**src/rtl/isam_pkg.sv**
```systemverilog
// Package with the shared types, codes and helper functions of the input source arbiter.
package isam_pkg;

  // Switch codes.
  localparam logic [7:0] SW_UP   = 8'd1;
  localparam logic [7:0] SW_DOWN = 8'd2;
  localparam logic [7:0] SW_MID  = 8'd3;

  // Configuration register indexes.
  localparam logic [1:0] CFG_MIX_MODE  = 2'd0;
  localparam logic [1:0] CFG_PREFERRED = 2'd1;
  localparam logic [1:0] CFG_TIMEOUT   = 2'd2;
  localparam logic [1:0] CFG_BOARD_MSK = 2'd3;

  localparam int CFG_DATA_W = 32;
  localparam logic [31:0] MAX_AGE = 32'hFFFF_FFFF;

  // Input word kinds.
  localparam logic KIND_UPDATE = 1'b0;
  localparam logic KIND_TICK   = 1'b1;

  typedef struct packed {
    logic               kind;
    logic [2:0]         source;
    logic [63:0]        sticks_low;
    logic signed [15:0] stick_four;
    logic [47:0]        mouse_axes;
    logic [15:0]        mouse_buttons;
    logic [15:0]        key_bits;
    logic [15:0]        switch_codes;
    logic               board_key_down;
  } in_item_t;

  typedef struct packed {
    logic [2:0]         chosen_source;
    logic [63:0]        out_sticks_low;
    logic signed [15:0] out_stick_four;
    logic [47:0]        out_mouse_axes;
    logic [15:0]        out_mouse_buttons;
    logic [15:0]        out_key_bits;
    logic [15:0]        out_switch_codes;
    logic               source_changed;
  } out_item_t;

  // Commands from the controller to the datapath.
  typedef struct packed {
    logic load_in;
    logic apply;
    logic scan;
    logic fetch;
    logic commit;
  } isam_cmd_t;

  // Status from the datapath to the controller.
  typedef struct packed {
    logic can_commit;
  } isam_sts_t;

  // Magnitude of a 16-bit two's complement value; -32768 gives 32768.
  function automatic logic [16:0] mag16(input logic [15:0] v);
    logic [16:0] r;
    if (v[15]) begin
      r = 17'h10000 - {1'b0, v};
    end else begin
      r = {1'b0, v};
    end
    return r;
  endfunction

  // Unknown switch codes become down.
  function automatic logic [7:0] fix_sw(input logic [7:0] c);
    logic [7:0] r;
    if (c == SW_UP || c == SW_MID || c == SW_DOWN) begin
      r = c;
    end else begin
      r = SW_DOWN;
    end
    return r;
  endfunction

endpackage

```
**src/rtl/isam_if.sv**
```systemverilog
// Valid/ready stream interfaces for the input and result words.
interface isam_in_if import isam_pkg::*; ();
  logic     valid;
  logic     ready;
  in_item_t data;
  modport source (output valid, output data, input ready);
  modport sink (input valid, input data, output ready);
endinterface

interface isam_out_if import isam_pkg::*; ();
  logic      valid;
  logic      ready;
  out_item_t data;
  modport source (output valid, output data, input ready);
  modport sink (input valid, input data, output ready);
endinterface

```
**src/rtl/isam_ctrl.sv**
```systemverilog
// Controller state machine: sequences accept, apply, source scan, fetch and commit.
module isam_ctrl import isam_pkg::*; #(
  parameter int NUM_SOURCES = 4,
  parameter int IDX_W = 3
) (
  input  logic             clk,
  input  logic             rst_n,
  input  logic             in_valid,
  output logic             in_ready,
  output isam_cmd_t        cmd,
  output logic [IDX_W-1:0] scan_idx,
  input  isam_sts_t        sts
);

  typedef enum logic [4:0] {
    ST_IDLE   = 5'b00001,
    ST_APPLY  = 5'b00010,
    ST_SCAN   = 5'b00100,
    ST_FETCH  = 5'b01000,
    ST_COMMIT = 5'b10000
  } state_t;

  localparam logic [IDX_W-1:0] LAST_IDX = IDX_W'(NUM_SOURCES);
  localparam logic [IDX_W-1:0] FIRST_IDX = IDX_W'(1);

  state_t           state_r, state_nxt;
  logic [IDX_W-1:0] idx_r, idx_nxt;

  assign in_ready = (state_r == ST_IDLE);
  assign scan_idx = idx_r;

  // Next state and commands.
  always_comb begin
    state_nxt   = state_r;
    idx_nxt     = idx_r;
    cmd         = '0;
    unique case (state_r)
      ST_IDLE: begin
        if (in_valid) begin
          cmd.load_in = 1'b1;
          state_nxt   = ST_APPLY;
        end
      end
      ST_APPLY: begin
        cmd.apply = 1'b1;
        idx_nxt   = FIRST_IDX;
        state_nxt = ST_SCAN;
      end
      ST_SCAN: begin
        cmd.scan = 1'b1;
        if (idx_r == LAST_IDX) begin
          state_nxt = ST_FETCH;
        end else begin
          idx_nxt = idx_r + FIRST_IDX;
        end
      end
      ST_FETCH: begin
        cmd.fetch = 1'b1;
        state_nxt = ST_COMMIT;
      end
      ST_COMMIT: begin
        if (sts.can_commit) begin
          cmd.commit = 1'b1;
          state_nxt  = ST_IDLE;
        end
      end
      default: state_nxt = ST_IDLE;
    endcase
  end

  // State registers.
  always_ff @(posedge clk) begin
    if (!rst_n) begin
      state_r <= ST_IDLE;
      idx_r   <= FIRST_IDX;
    end else begin
      state_r <= state_nxt;
      idx_r   <= idx_nxt;
    end
  end

`ifndef SYNTHESIS
  // The scan index stays within the source range while scanning.
  a_idx_range: assert property (@(posedge clk) disable iff (!rst_n)
    state_r == ST_SCAN |-> (idx_r >= FIRST_IDX && idx_r <= LAST_IDX))
    else $error("scan index out of range");
  // Applying a word is always followed by the scan.
  a_apply_scan: assert property (@(posedge clk) disable iff (!rst_n)
    state_r == ST_APPLY |=> state_r == ST_SCAN)
    else $error("apply not followed by scan");
  // A result waits while the output register is full and not being read.
  a_commit_hold: assert property (@(posedge clk) disable iff (!rst_n)
    (state_r == ST_COMMIT && !sts.can_commit) |=> state_r == ST_COMMIT)
    else $error("commit left while output blocked");
`endif

endmodule

```
**src/rtl/isam_dp.sv**
```systemverilog
// Datapath: configuration, tick counter, source snapshots, scan accumulators, output register.
module isam_dp import isam_pkg::*; #(
  parameter int NUM_SOURCES = 4,
  parameter int IDX_W = 3
) (
  input  logic                  clk,
  input  logic                  rst_n,
  input  logic                  cfg_we,
  input  logic [1:0]            cfg_idx,
  input  logic [CFG_DATA_W-1:0] cfg_wdata,
  input  in_item_t              in_data,
  input  isam_cmd_t             cmd,
  input  logic [IDX_W-1:0]      scan_idx,
  output isam_sts_t             sts,
  isam_out_if.source            out_ch
);

  localparam int DEPTH = NUM_SOURCES + 1;

  // Configuration registers.
  logic        mix_r;
  logic [2:0]  pref_r;
  logic [31:0] timeout_r;
  logic [15:0] mask_r;

  always_ff @(posedge clk) begin
    if (!rst_n) begin
      mix_r     <= 1'b0;
      pref_r    <= '0;
      timeout_r <= '0;
      mask_r    <= '0;
    end else if (cfg_we) begin
      unique case (cfg_idx)
        CFG_MIX_MODE:  mix_r     <= cfg_wdata[0];
        CFG_PREFERRED: pref_r    <= cfg_wdata[2:0];
        CFG_TIMEOUT:   timeout_r <= cfg_wdata[31:0];
        CFG_BOARD_MSK: mask_r    <= cfg_wdata[15:0];
        default: ;
      endcase
    end
  end

  // Held input word.
  in_item_t in_r;
  always_ff @(posedge clk) begin
    if (cmd.load_in) begin
      in_r <= in_data;
    end
  end

  // Tick counter and snapshot store; entry 0 is never written.
  logic [31:0] now_r;
  logic        valid_r  [DEPTH];
  logic [31:0] stamp_r  [DEPTH];
  logic [63:0] sticks_r [DEPTH];
  logic [15:0] four_r   [DEPTH];
  logic [47:0] mouse_r  [DEPTH];
  logic [15:0] btn_r    [DEPTH];
  logic [15:0] key_r    [DEPTH];
  logic [15:0] sw_r     [DEPTH];

  logic             upd;
  logic [IDX_W-1:0] wr_idx;
  assign upd = cmd.apply && (in_r.kind == KIND_UPDATE) && (in_r.source != 3'd0) &&
               ({29'd0, in_r.source} <= 32'(NUM_SOURCES));
  assign wr_idx = IDX_W'(in_r.source);

  always_ff @(posedge clk) begin
    if (!rst_n) begin
      now_r <= '0;
      for (int i = 0; i < DEPTH; i++) begin
        valid_r[i] <= 1'b0;
      end
    end else begin
      if (cmd.apply && in_r.kind == KIND_TICK) begin
        now_r <= now_r + 32'd1;
      end
      if (upd) begin
        valid_r[wr_idx] <= 1'b1;
      end
    end
  end

  always_ff @(posedge clk) begin
    if (upd) begin
      stamp_r[wr_idx]  <= now_r;
      sticks_r[wr_idx] <= in_r.sticks_low;
      four_r[wr_idx]   <= in_r.stick_four;
      mouse_r[wr_idx]  <= in_r.mouse_axes;
      btn_r[wr_idx]    <= in_r.mouse_buttons;
      key_r[wr_idx]    <= in_r.key_bits;
      sw_r[wr_idx]     <= in_r.switch_codes;
    end
  end

  // Scan accumulators and the chosen source.
  logic [31:0] min_age_r;
  logic [2:0]  latest_r, chosen_r, last_r;
  logic        pref_act_r;
  logic [63:0] acc_sticks_r;
  logic [15:0] acc_four_r;
  logic [47:0] acc_mouse_r;
  logic [15:0] acc_btn_r, acc_key_r;
  logic [2:0]  chosen_nxt;

  assign chosen_nxt = mix_r ? latest_r : (pref_act_r ? pref_r : latest_r);

  // One read port: scan index while scanning, chosen source while fetching.
  logic [IDX_W-1:0] rd_idx;
  logic [31:0]      age;
  logic             act;
  assign rd_idx = cmd.fetch ? IDX_W'(chosen_nxt) : scan_idx;
  assign age    = now_r - stamp_r[rd_idx];
  assign act    = valid_r[rd_idx] && (timeout_r == 32'd0 || age <= timeout_r);

  // Lane-wise merge: keep the value of strictly larger magnitude.
  logic [63:0] m_sticks;
  logic [15:0] m_four;
  logic [47:0] m_mouse;
  always_comb begin
    m_sticks = acc_sticks_r;
    m_mouse  = acc_mouse_r;
    m_four   = acc_four_r;
    for (int l = 0; l < 4; l++) begin
      if (mag16(sticks_r[rd_idx][16*l +: 16]) > mag16(acc_sticks_r[16*l +: 16])) begin
        m_sticks[16*l +: 16] = sticks_r[rd_idx][16*l +: 16];
      end
    end
    for (int l = 0; l < 3; l++) begin
      if (mag16(mouse_r[rd_idx][16*l +: 16]) > mag16(acc_mouse_r[16*l +: 16])) begin
        m_mouse[16*l +: 16] = mouse_r[rd_idx][16*l +: 16];
      end
    end
    if (mag16(four_r[rd_idx]) > mag16(acc_four_r)) begin
      m_four = four_r[rd_idx];
    end
  end

  always_ff @(posedge clk) begin
    if (cmd.apply) begin
      min_age_r    <= MAX_AGE;
      latest_r     <= '0;
      pref_act_r   <= 1'b0;
      acc_sticks_r <= '0;
      acc_four_r   <= '0;
      acc_mouse_r  <= '0;
      acc_btn_r    <= '0;
      acc_key_r    <= '0;
    end else if (cmd.scan && act) begin
      if (age < min_age_r) begin
        min_age_r <= age;
        latest_r  <= 3'(scan_idx);
      end
      if (pref_r == 3'(scan_idx)) begin
        pref_act_r <= 1'b1;
      end
      acc_sticks_r <= m_sticks;
      acc_four_r   <= m_four;
      acc_mouse_r  <= m_mouse;
      acc_btn_r    <= acc_btn_r | btn_r[rd_idx];
      acc_key_r    <= acc_key_r | key_r[rd_idx];
    end
  end

  // Fetched snapshot of the chosen source.
  logic [63:0] f_sticks;
  logic [15:0] f_four, f_btn, f_key, f_sw;
  logic [47:0] f_mouse;
  always_ff @(posedge clk) begin
    if (cmd.fetch) begin
      chosen_r <= chosen_nxt;
      f_sticks <= sticks_r[rd_idx];
      f_four   <= four_r[rd_idx];
      f_mouse  <= mouse_r[rd_idx];
      f_btn    <= btn_r[rd_idx];
      f_key    <= key_r[rd_idx];
      f_sw     <= sw_r[rd_idx];
    end
  end

  // Result word assembly.
  out_item_t res;
  logic [15:0] keys;
  always_comb begin
    res = '0;
    res.chosen_source    = chosen_r;
    res.out_switch_codes = {SW_DOWN, SW_DOWN};
    if (chosen_r != 3'd0) begin
      res.out_switch_codes = {fix_sw(f_sw[15:8]), fix_sw(f_sw[7:0])};
      if (mix_r) begin
        res.out_sticks_low    = acc_sticks_r;
        res.out_stick_four    = acc_four_r;
        res.out_mouse_axes    = acc_mouse_r;
        res.out_mouse_buttons = acc_btn_r;
        keys                  = acc_key_r;
      end else begin
        res.out_sticks_low    = f_sticks;
        res.out_stick_four    = f_four;
        res.out_mouse_axes    = f_mouse;
        res.out_mouse_buttons = f_btn;
        keys                  = f_key;
      end
    end else begin
      keys = '0;
    end
    if (in_r.board_key_down) begin
      keys = keys | mask_r;
    end
    res.out_key_bits   = keys;
    res.source_changed = (chosen_r != last_r);
  end

  // Output register.
  logic      out_valid_r;
  out_item_t out_r;
  assign sts.can_commit = !out_valid_r || out_ch.ready;
  assign out_ch.valid   = out_valid_r;
  assign out_ch.data    = out_r;

  always_ff @(posedge clk) begin
    if (!rst_n) begin
      out_valid_r <= 1'b0;
      last_r      <= '0;
    end else if (cmd.commit) begin
      out_valid_r <= 1'b1;
      last_r      <= chosen_r;
    end else if (out_ch.ready) begin
      out_valid_r <= 1'b0;
    end
  end

  always_ff @(posedge clk) begin
    if (cmd.commit) begin
      out_r <= res;
    end
  end

endmodule

```
**src/rtl/input_source_arbiter_merge_top.sv**
```systemverilog
// Top level of the input source arbiter: controller, datapath and ports.
// Each accepted word (a source snapshot update or one tick) produces one result word.
// A word passes through the controller states in order: it is captured while idle, the
// update or tick is applied, the sources are scanned one at a time over the snapshot
// store's single read port, the chosen snapshot is fetched and the result is committed.
// The result register is loaded on the commit; the commit waits as long as an earlier
// result is still unread. The next word is taken in the cycle after the commit, while a
// result waits to be read.
module input_source_arbiter_merge_top import isam_pkg::*; #(
  parameter int NUM_SOURCES = 4
) (
  input  logic                  clk,
  input  logic                  rst_n,
  input  logic                  cfg_we,
  input  logic [1:0]            cfg_idx,
  input  logic [CFG_DATA_W-1:0] cfg_wdata,
  isam_in_if.sink               in_ch,
  isam_out_if.source            out_ch
);

  localparam int IDX_W = $clog2(NUM_SOURCES + 1);

  isam_cmd_t        cmd;
  isam_sts_t        sts;
  logic [IDX_W-1:0] scan_idx;

  isam_ctrl #(
    .NUM_SOURCES(NUM_SOURCES),
    .IDX_W(IDX_W)
  ) u_ctrl (
    .clk(clk),
    .rst_n(rst_n),
    .in_valid(in_ch.valid),
    .in_ready(in_ch.ready),
    .cmd(cmd),
    .scan_idx(scan_idx),
    .sts(sts)
  );

  isam_dp #(
    .NUM_SOURCES(NUM_SOURCES),
    .IDX_W(IDX_W)
  ) u_dp (
    .clk(clk),
    .rst_n(rst_n),
    .cfg_we(cfg_we),
    .cfg_idx(cfg_idx),
    .cfg_wdata(cfg_wdata),
    .in_data(in_ch.data),
    .cmd(cmd),
    .scan_idx(scan_idx),
    .sts(sts),
    .out_ch(out_ch)
  );

endmodule

```
**src/flat_wrapper.sv**
```systemverilog
// flat-port wrapper written by rule: the top's interface ports become plain ports
module input_source_arbiter_merge_top_flat import isam_pkg::*;
#(
  parameter int NUM_SOURCES = 4
)
  (clk, rst_n, cfg_we, cfg_idx, cfg_wdata, in_ch_valid, in_ch_data, in_ch_ready, out_ch_valid, out_ch_data, out_ch_ready);
  isam_in_if in_ch_i ();
  isam_out_if out_ch_i ();
  input  logic clk;
  input  logic rst_n;
  input  logic cfg_we;
  input  logic [1:0] cfg_idx;
  input  logic [CFG_DATA_W-1:0] cfg_wdata;
  input wire logic [$bits(in_ch_i.valid)-1:0] in_ch_valid;
  input wire logic [$bits(in_ch_i.data)-1:0] in_ch_data;
  output wire logic [$bits(in_ch_i.ready)-1:0] in_ch_ready;
  output wire logic [$bits(out_ch_i.valid)-1:0] out_ch_valid;
  output wire logic [$bits(out_ch_i.data)-1:0] out_ch_data;
  input wire logic [$bits(out_ch_i.ready)-1:0] out_ch_ready;
  assign in_ch_i.valid = in_ch_valid;
  assign in_ch_i.data = in_ch_data;
  assign in_ch_ready = in_ch_i.ready;
  assign out_ch_valid = out_ch_i.valid;
  assign out_ch_data = out_ch_i.data;
  assign out_ch_i.ready = out_ch_ready;
  input_source_arbiter_merge_top #(.NUM_SOURCES(NUM_SOURCES)) u_core (.clk(clk), .rst_n(rst_n), .cfg_we(cfg_we), .cfg_idx(cfg_idx), .cfg_wdata(cfg_wdata), .in_ch(in_ch_i), .out_ch(out_ch_i));
endmodule
```
**config.mk**
```make
export PLATFORM = sky130hd
export DESIGN_NAME = input_source_arbiter_merge_top_flat
export DESIGN_NICKNAME = d
export VERILOG_FILES = /design/src/rtl/isam_pkg.sv /design/src/rtl/isam_if.sv /design/src/rtl/isam_ctrl.sv /design/src/rtl/isam_dp.sv /design/src/rtl/input_source_arbiter_merge_top.sv /design/src/flat_wrapper.sv
export SDC_FILE = /design/constraint.sdc
export NUM_CORES = 2
export LEC_CHECK = 0
export BUFFER_PORTS_ARGS = -buffer_cell sky130_fd_sc_hd__buf_2
export CAP_MARGIN = 15
export CORE_ASPECT_RATIO = 1.5
export CORE_MARGIN = 8
export CORE_UTILIZATION = 40
export DETAILED_ROUTE_END_ITERATION = 10
export PLACE_DENSITY = 0.52
export SETUP_SLACK_MARGIN = 0.4
export SYNTH_ARGS = -nofsm -noshare
export SYNTH_HDL_FRONTEND = slang
export SYNTH_SLANG_ARGS = --single-unit
```
**constraint.sdc**
```tcl
create_clock -name clk -period 39.1 [get_ports clk]
set_clock_uncertainty 0.15 [all_clocks]
set_input_delay 1.955 -clock clk [delete_from_list [all_inputs] [get_ports clk]]
set_output_delay 1.955 -clock clk [all_outputs]
set_load 0.02 [all_outputs]
```
==> impl_summary.md <==
Timing
The count of endpoints failing hold in the final timing report came to 0. The fmax is 97.7 MHz. The share of the cycle needed by the critical path after routing is 0.262. The max-slew violation count is 0. Subtracting the final worst setup slack from the clock period gives 10240 ps. Setup violations remaining at the end of the flow were counted as 0. Setup repair after global routing left no endpoint under its margin. The max-slew headroom at the worst pin is 0.229. At the pin with the least slew margin, the transition time is 1160 ps. In the final timing run, aggregate negative setup slack is 0 ps.

Global routing
Across every metal layer, demand over resource in global routing totals 0.199. The number of global-route vias before repair came to 50200. Entering global routing, the biggest net connects 161 pins. Summed over all layers, the global routing overflow is 0. The initial antenna violation count is 25.

The first global-routing pass estimated 327 mm of wire.

Clock tree
The number of buffers inserted to repair setup after CTS is 0. In this run, post-CTS hold repair placed 0 buffers. The H-tree depth is 4. The clock tree from TritonCTS is yes. The tree is rooted in a sky130_fd_sc_hd__clkbuf_16. Clock tree synthesis inserted a total of 193 buffers. The maximum count of clock buffers along a single path is 4.

At the later pin of the worst-skew pair, clock insertion delay measures 830 ps. After clock tree synthesis, the repair step resized 0 gates. The clock-pin slew of the registers on the worst-case setup and hold paths is 70 ps. The tree built by TritonCTS fans out to 1880 sinks.

Die
In this run the core area contains 201 standard-cell rows. During I/O placement, the number of pins put on the boundary was 402. The initial utilization of the core area, before any placement, comes to 0.401. The y dimension of the die is 564 µm. The core region is 199000 µm². The die outline width is 381 µm. The die covers 215000 µm².

Detailed routing
Once detail routing completed, the nets flagged for antenna violations numbered 0. The count of unresolved DRC violations after routing is 0. The number of vias after detailed routing is 48600.

The average wire per cell in the routed design is 24.1 µm. After detailed routing, the number of vias per cell comes to 5.31. The first detailed-routing pass ran for 7 iterations. After detailed routing, the total wire length is 221 mm. In this run, the number of DRC markers left after iteration 0 of detailed routing was 3066.

Synthesis
The number of flops mapped to enable cells by yosys is 1580. The fraction of synthesized cell area taken by the top area cell type is 0.593. Counting flops with an async set or reset pin after synthesis yields a share of 0. The synthesized area per cell is 14.1 µm².

The most used flip-flop cell after synthesis is sky130_fd_sc_hd__edfxtp_1. For this run, the register share of the synthesized area comes to 0.668. By area the synthesized netlist is led by sky130_fd_sc_hd__edfxtp_1, sky130_fd_sc_hd__dfxtp_1, sky130_fd_sc_hd__mux2i_1.

The register bit total from synthesis is 1880. The synthesized cell area is 80000 µm². The post-synthesis cell type count is 94. The Yosys step of the flow raised 0 warnings. The cell accounting for the most synthesized area is sky130_fd_sc_hd__edfxtp_1. The cell count after synthesis came out at 5691.

Worst hold path
The type of the most critical hold path is register to register. The hold path depth is 0. The startpoint identified for the worst hold timing path is u_core.u_dp.valid_r[5]$_DFF_P_.

The capture endpoint of the worst hold path is u_core.u_dp.valid_r[5]$_DFF_P_.

Setup path
STA classifies the critical path endpoint as a register. The endpoint of the worst-slack reg-to-reg timing path is u_core.u_dp.acc_four_r[3]$_SDFFE_PP0P_. The launch point of the worst reg-to-reg path is u_core.u_ctrl.state_r[3]$_SDFFE_PN0P_. The worst setup path category is register to register. The worst-case reg-to-reg path depth is 24.

The arrival time at the worst endpoint is 10810 ps. In this run the register-to-register setup slack is 28860 ps. For the worst setup path, the data required time is 39670 ps. In this run the worst path has a maximum fanout of 64. The kind of start point of the critical path is a register.

Layout
The final instance area is 92200 µm². The most frequent standard cell in the layout excluding fill and tap cells is sky130_fd_sc_hd__edfxtp_1. In the layout the commonest cells are sky130_fd_sc_hd__edfxtp_1, sky130_fd_sc_hd__nand2_1, sky130_fd_sc_hd__mux2i_1. The share of layout cells above drive strength 1 is 0.149. The filler cell count in the final layout is 17900. The layout overhead on the synthesized area is 15.3%. After the last flow step, the layout net total stands at 6833.

Power
The peak ir drop on the vdd network is 35.0 µV. The switching fraction of total power is 0.212. The share of total power dissipated in sequential elements is 0.537. The internal portion of the total power is 0.00329 W. Of the total power, combinational logic draws 0.026. The power share of the clock group is 0.437. Summed over all nets, the switching power comes to 0.000886 W. The analysis attributes to cell leakage a power of 32.9 nW.

The total power density per cell area is 45.3 nW/µm².

Run
The number of maximum-capacitance violations is 0.

Status
The run finished with clean final reports.

Place
Input and output buffers added on the ports amount to 401. Detailed placement ended at an HPWL of 141 mm. Once placement finished, the instance area stood at 86000 µm². The congestion estimate from routability-driven global placement came to 0.839.
## critical path, stage by stage, from the launching register on
cell and delay (ps):
sky130_fd_sc_hd__dfxtp_1 410, sky130_fd_sc_hd__nor2b_1 750, sky130_fd_sc_hd__o2111ai_2 420, sky130_fd_sc_hd__nand2_8 680
sky130_fd_sc_hd__buf_4 830, sky130_fd_sc_hd__mux4_2 590, sky130_fd_sc_hd__mux2i_1 330, sky130_fd_sc_hd__ha_1 380
sky130_fd_sc_hd__and3_1 200, sky130_fd_sc_hd__a21oi_1 270, sky130_fd_sc_hd__a21oi_1 210, sky130_fd_sc_hd__o41ai_1 670
sky130_fd_sc_hd__o21ai_0 260, sky130_fd_sc_hd__o41ai_1 360, sky130_fd_sc_hd__xnor2_1 240, sky130_fd_sc_hd__ha_1 310
sky130_fd_sc_hd__a21o_1 180, sky130_fd_sc_hd__a21o_1 170, sky130_fd_sc_hd__a211oi_1 410, sky130_fd_sc_hd__a21boi_4 80
sky130_fd_sc_hd__buf_4 250, sky130_fd_sc_hd__nor2_4 660, sky130_fd_sc_hd__buf_4 800, sky130_fd_sc_hd__a21oi_1 140
sky130_fd_sc_hd__nor3_1 220
## kinds of logic after synthesis
logic type,synth area share
flops,0.668
simple gates,0.0875
compound gates,0.0712
mux,0.0833
buf+inv,0.0211
xor+xnor,0.0292
fa+ha+maj,0.0392
other cells,0.0000939
## sequential cells by signal, indices dropped and copies added (netlist names), 32 cells and up
register / count
u_core.u_dp.stamp_r: 160
u_core.u_dp.sticks_r: 320
u_core.u_dp.four_r: 80
u_core.u_dp.now_r: 32
u_core.u_dp.acc_mouse_r: 48
u_core.u_dp.f_mouse: 48
u_core.u_dp.min_age_r: 32
u_core.u_dp.f_sticks: 64
u_core.u_dp.mouse_r: 240
u_core.u_dp.out_ch.data: 180
u_core.u_dp.sw_r: 80
u_core.u_dp.in_r: 178
u_core.u_dp.key_r: 80
u_core.u_dp.btn_r: 80
u_core.u_dp.acc_sticks_r: 64
u_core.u_dp.timeout_r: 32
## cell usage after synthesis (91+ instances only)
master and n:
sky130_fd_sc_hd__xnor2_1 165, sky130_fd_sc_hd__nor3_1 91, sky130_fd_sc_hd__mux2i_1 425, sky130_fd_sc_hd__inv_1 143, sky130_fd_sc_hd__ha_1 249, sky130_fd_sc_hd__a21oi_1 173, sky130_fd_sc_hd__dfxtp_1 300, sky130_fd_sc_hd__nand2_1 593
sky130_fd_sc_hd__mux4_2 96, sky130_fd_sc_hd__nand3_1 123, sky130_fd_sc_hd__o21ai_0 169, sky130_fd_sc_hd__edfxtp_1 1580, sky130_fd_sc_hd__clkbuf_1 134, sky130_fd_sc_hd__xor2_1 102, sky130_fd_sc_hd__nor2_1 407
## per-stage QoR
stage	hold slack [ps]	worst slack (ps)	power [W]	util	std cells
floorplan	255	22880	0.00234	-	5925
global placement	189	28840	0.00239	0.431	8807
detailed placement	192	28680	0.00240	0.431	8807
CTS	206	28650	0.00423	0.462	9157
global route	214	27970	0.00431	0.462	9159
finish	205	28860	0.00418	0.462	9161
## worst max path at each step
stage,slack [ps],endpoint,cells past startpoint,from
after floorplan,22880,u_core.u_dp.btn_r[4][0]$_DFFE_PP_,3,u_core.u_ctrl.state_r[2]$_SDFFE_PN0P_
after global placement,28840,u_core.u_dp.acc_mouse_r[8]$_SDFFE_PP0P_,24,u_core.u_ctrl.state_r[3]$_SDFFE_PN0P_
after detailed placement,28680,u_core.u_dp.acc_sticks_r[57]$_SDFFE_PP0P_,24,u_core.u_ctrl.state_r[3]$_SDFFE_PN0P_
after CTS,28650,u_core.u_dp.acc_four_r[3]$_SDFFE_PP0P_,24,u_core.u_ctrl.state_r[3]$_SDFFE_PN0P_
after global routing,27970,u_core.u_dp.acc_sticks_r[53]$_SDFFE_PP0P_,24,u_core.u_ctrl.state_r[3]$_SDFFE_PN0P_
final,28860,u_core.u_dp.acc_four_r[3]$_SDFFE_PP0P_,24,u_core.u_ctrl.state_r[3]$_SDFFE_PN0P_
## final cells by class
| cell class | count | area, µm² | share of cell area |
|---|---|---|---|
| sequential | 1880 | 53500 | 0.580 |
| tap | 2639 | 3300 | 0.0358 |
| multi-input combinational | 3651 | 25900 | 0.281 |
| clock buffer | 254 | 5300 | 0.0575 |
| timing repair buffer | 493 | 2820 | 0.0306 |
| inverter | 144 | 548 | 0.00594 |
| clock inverter | 96 | 877 | 0.00951 |
| antenna | 4 | 10.0 | 0.000109 |
## per-layer routing
metal | global-route usage | share of wire | vias to the layer above | wire length (µm)
li1 | - | - | 22500 | -
met1 | 0.257 | 0.43 | 24700 | 94500
met2 | 0.352 | 0.50 | 1162 | 111000
met3 | 0.0328 | 0.050 | 303 | 11000
met4 | 0.0441 | 0.021 | 12 | 4560
met5 | 0 | 0.00033 | - | 72
## power by group through the flow
stage	sequential, W	combinational [W]	clock, W
2_1_floorplan	0.00227	0.0000634	0
3_3_place_gp	0.00228	0.000110	0
3_5_place_dp	0.00228	0.000111	0
4_1_cts	0.00224	0.000111	0.00188
5_1_grt	0.00225	0.000122	0.00194
6_report	0.00224	0.000110	0.00182
No activity file was read; power rests on OpenSTA's default activity.
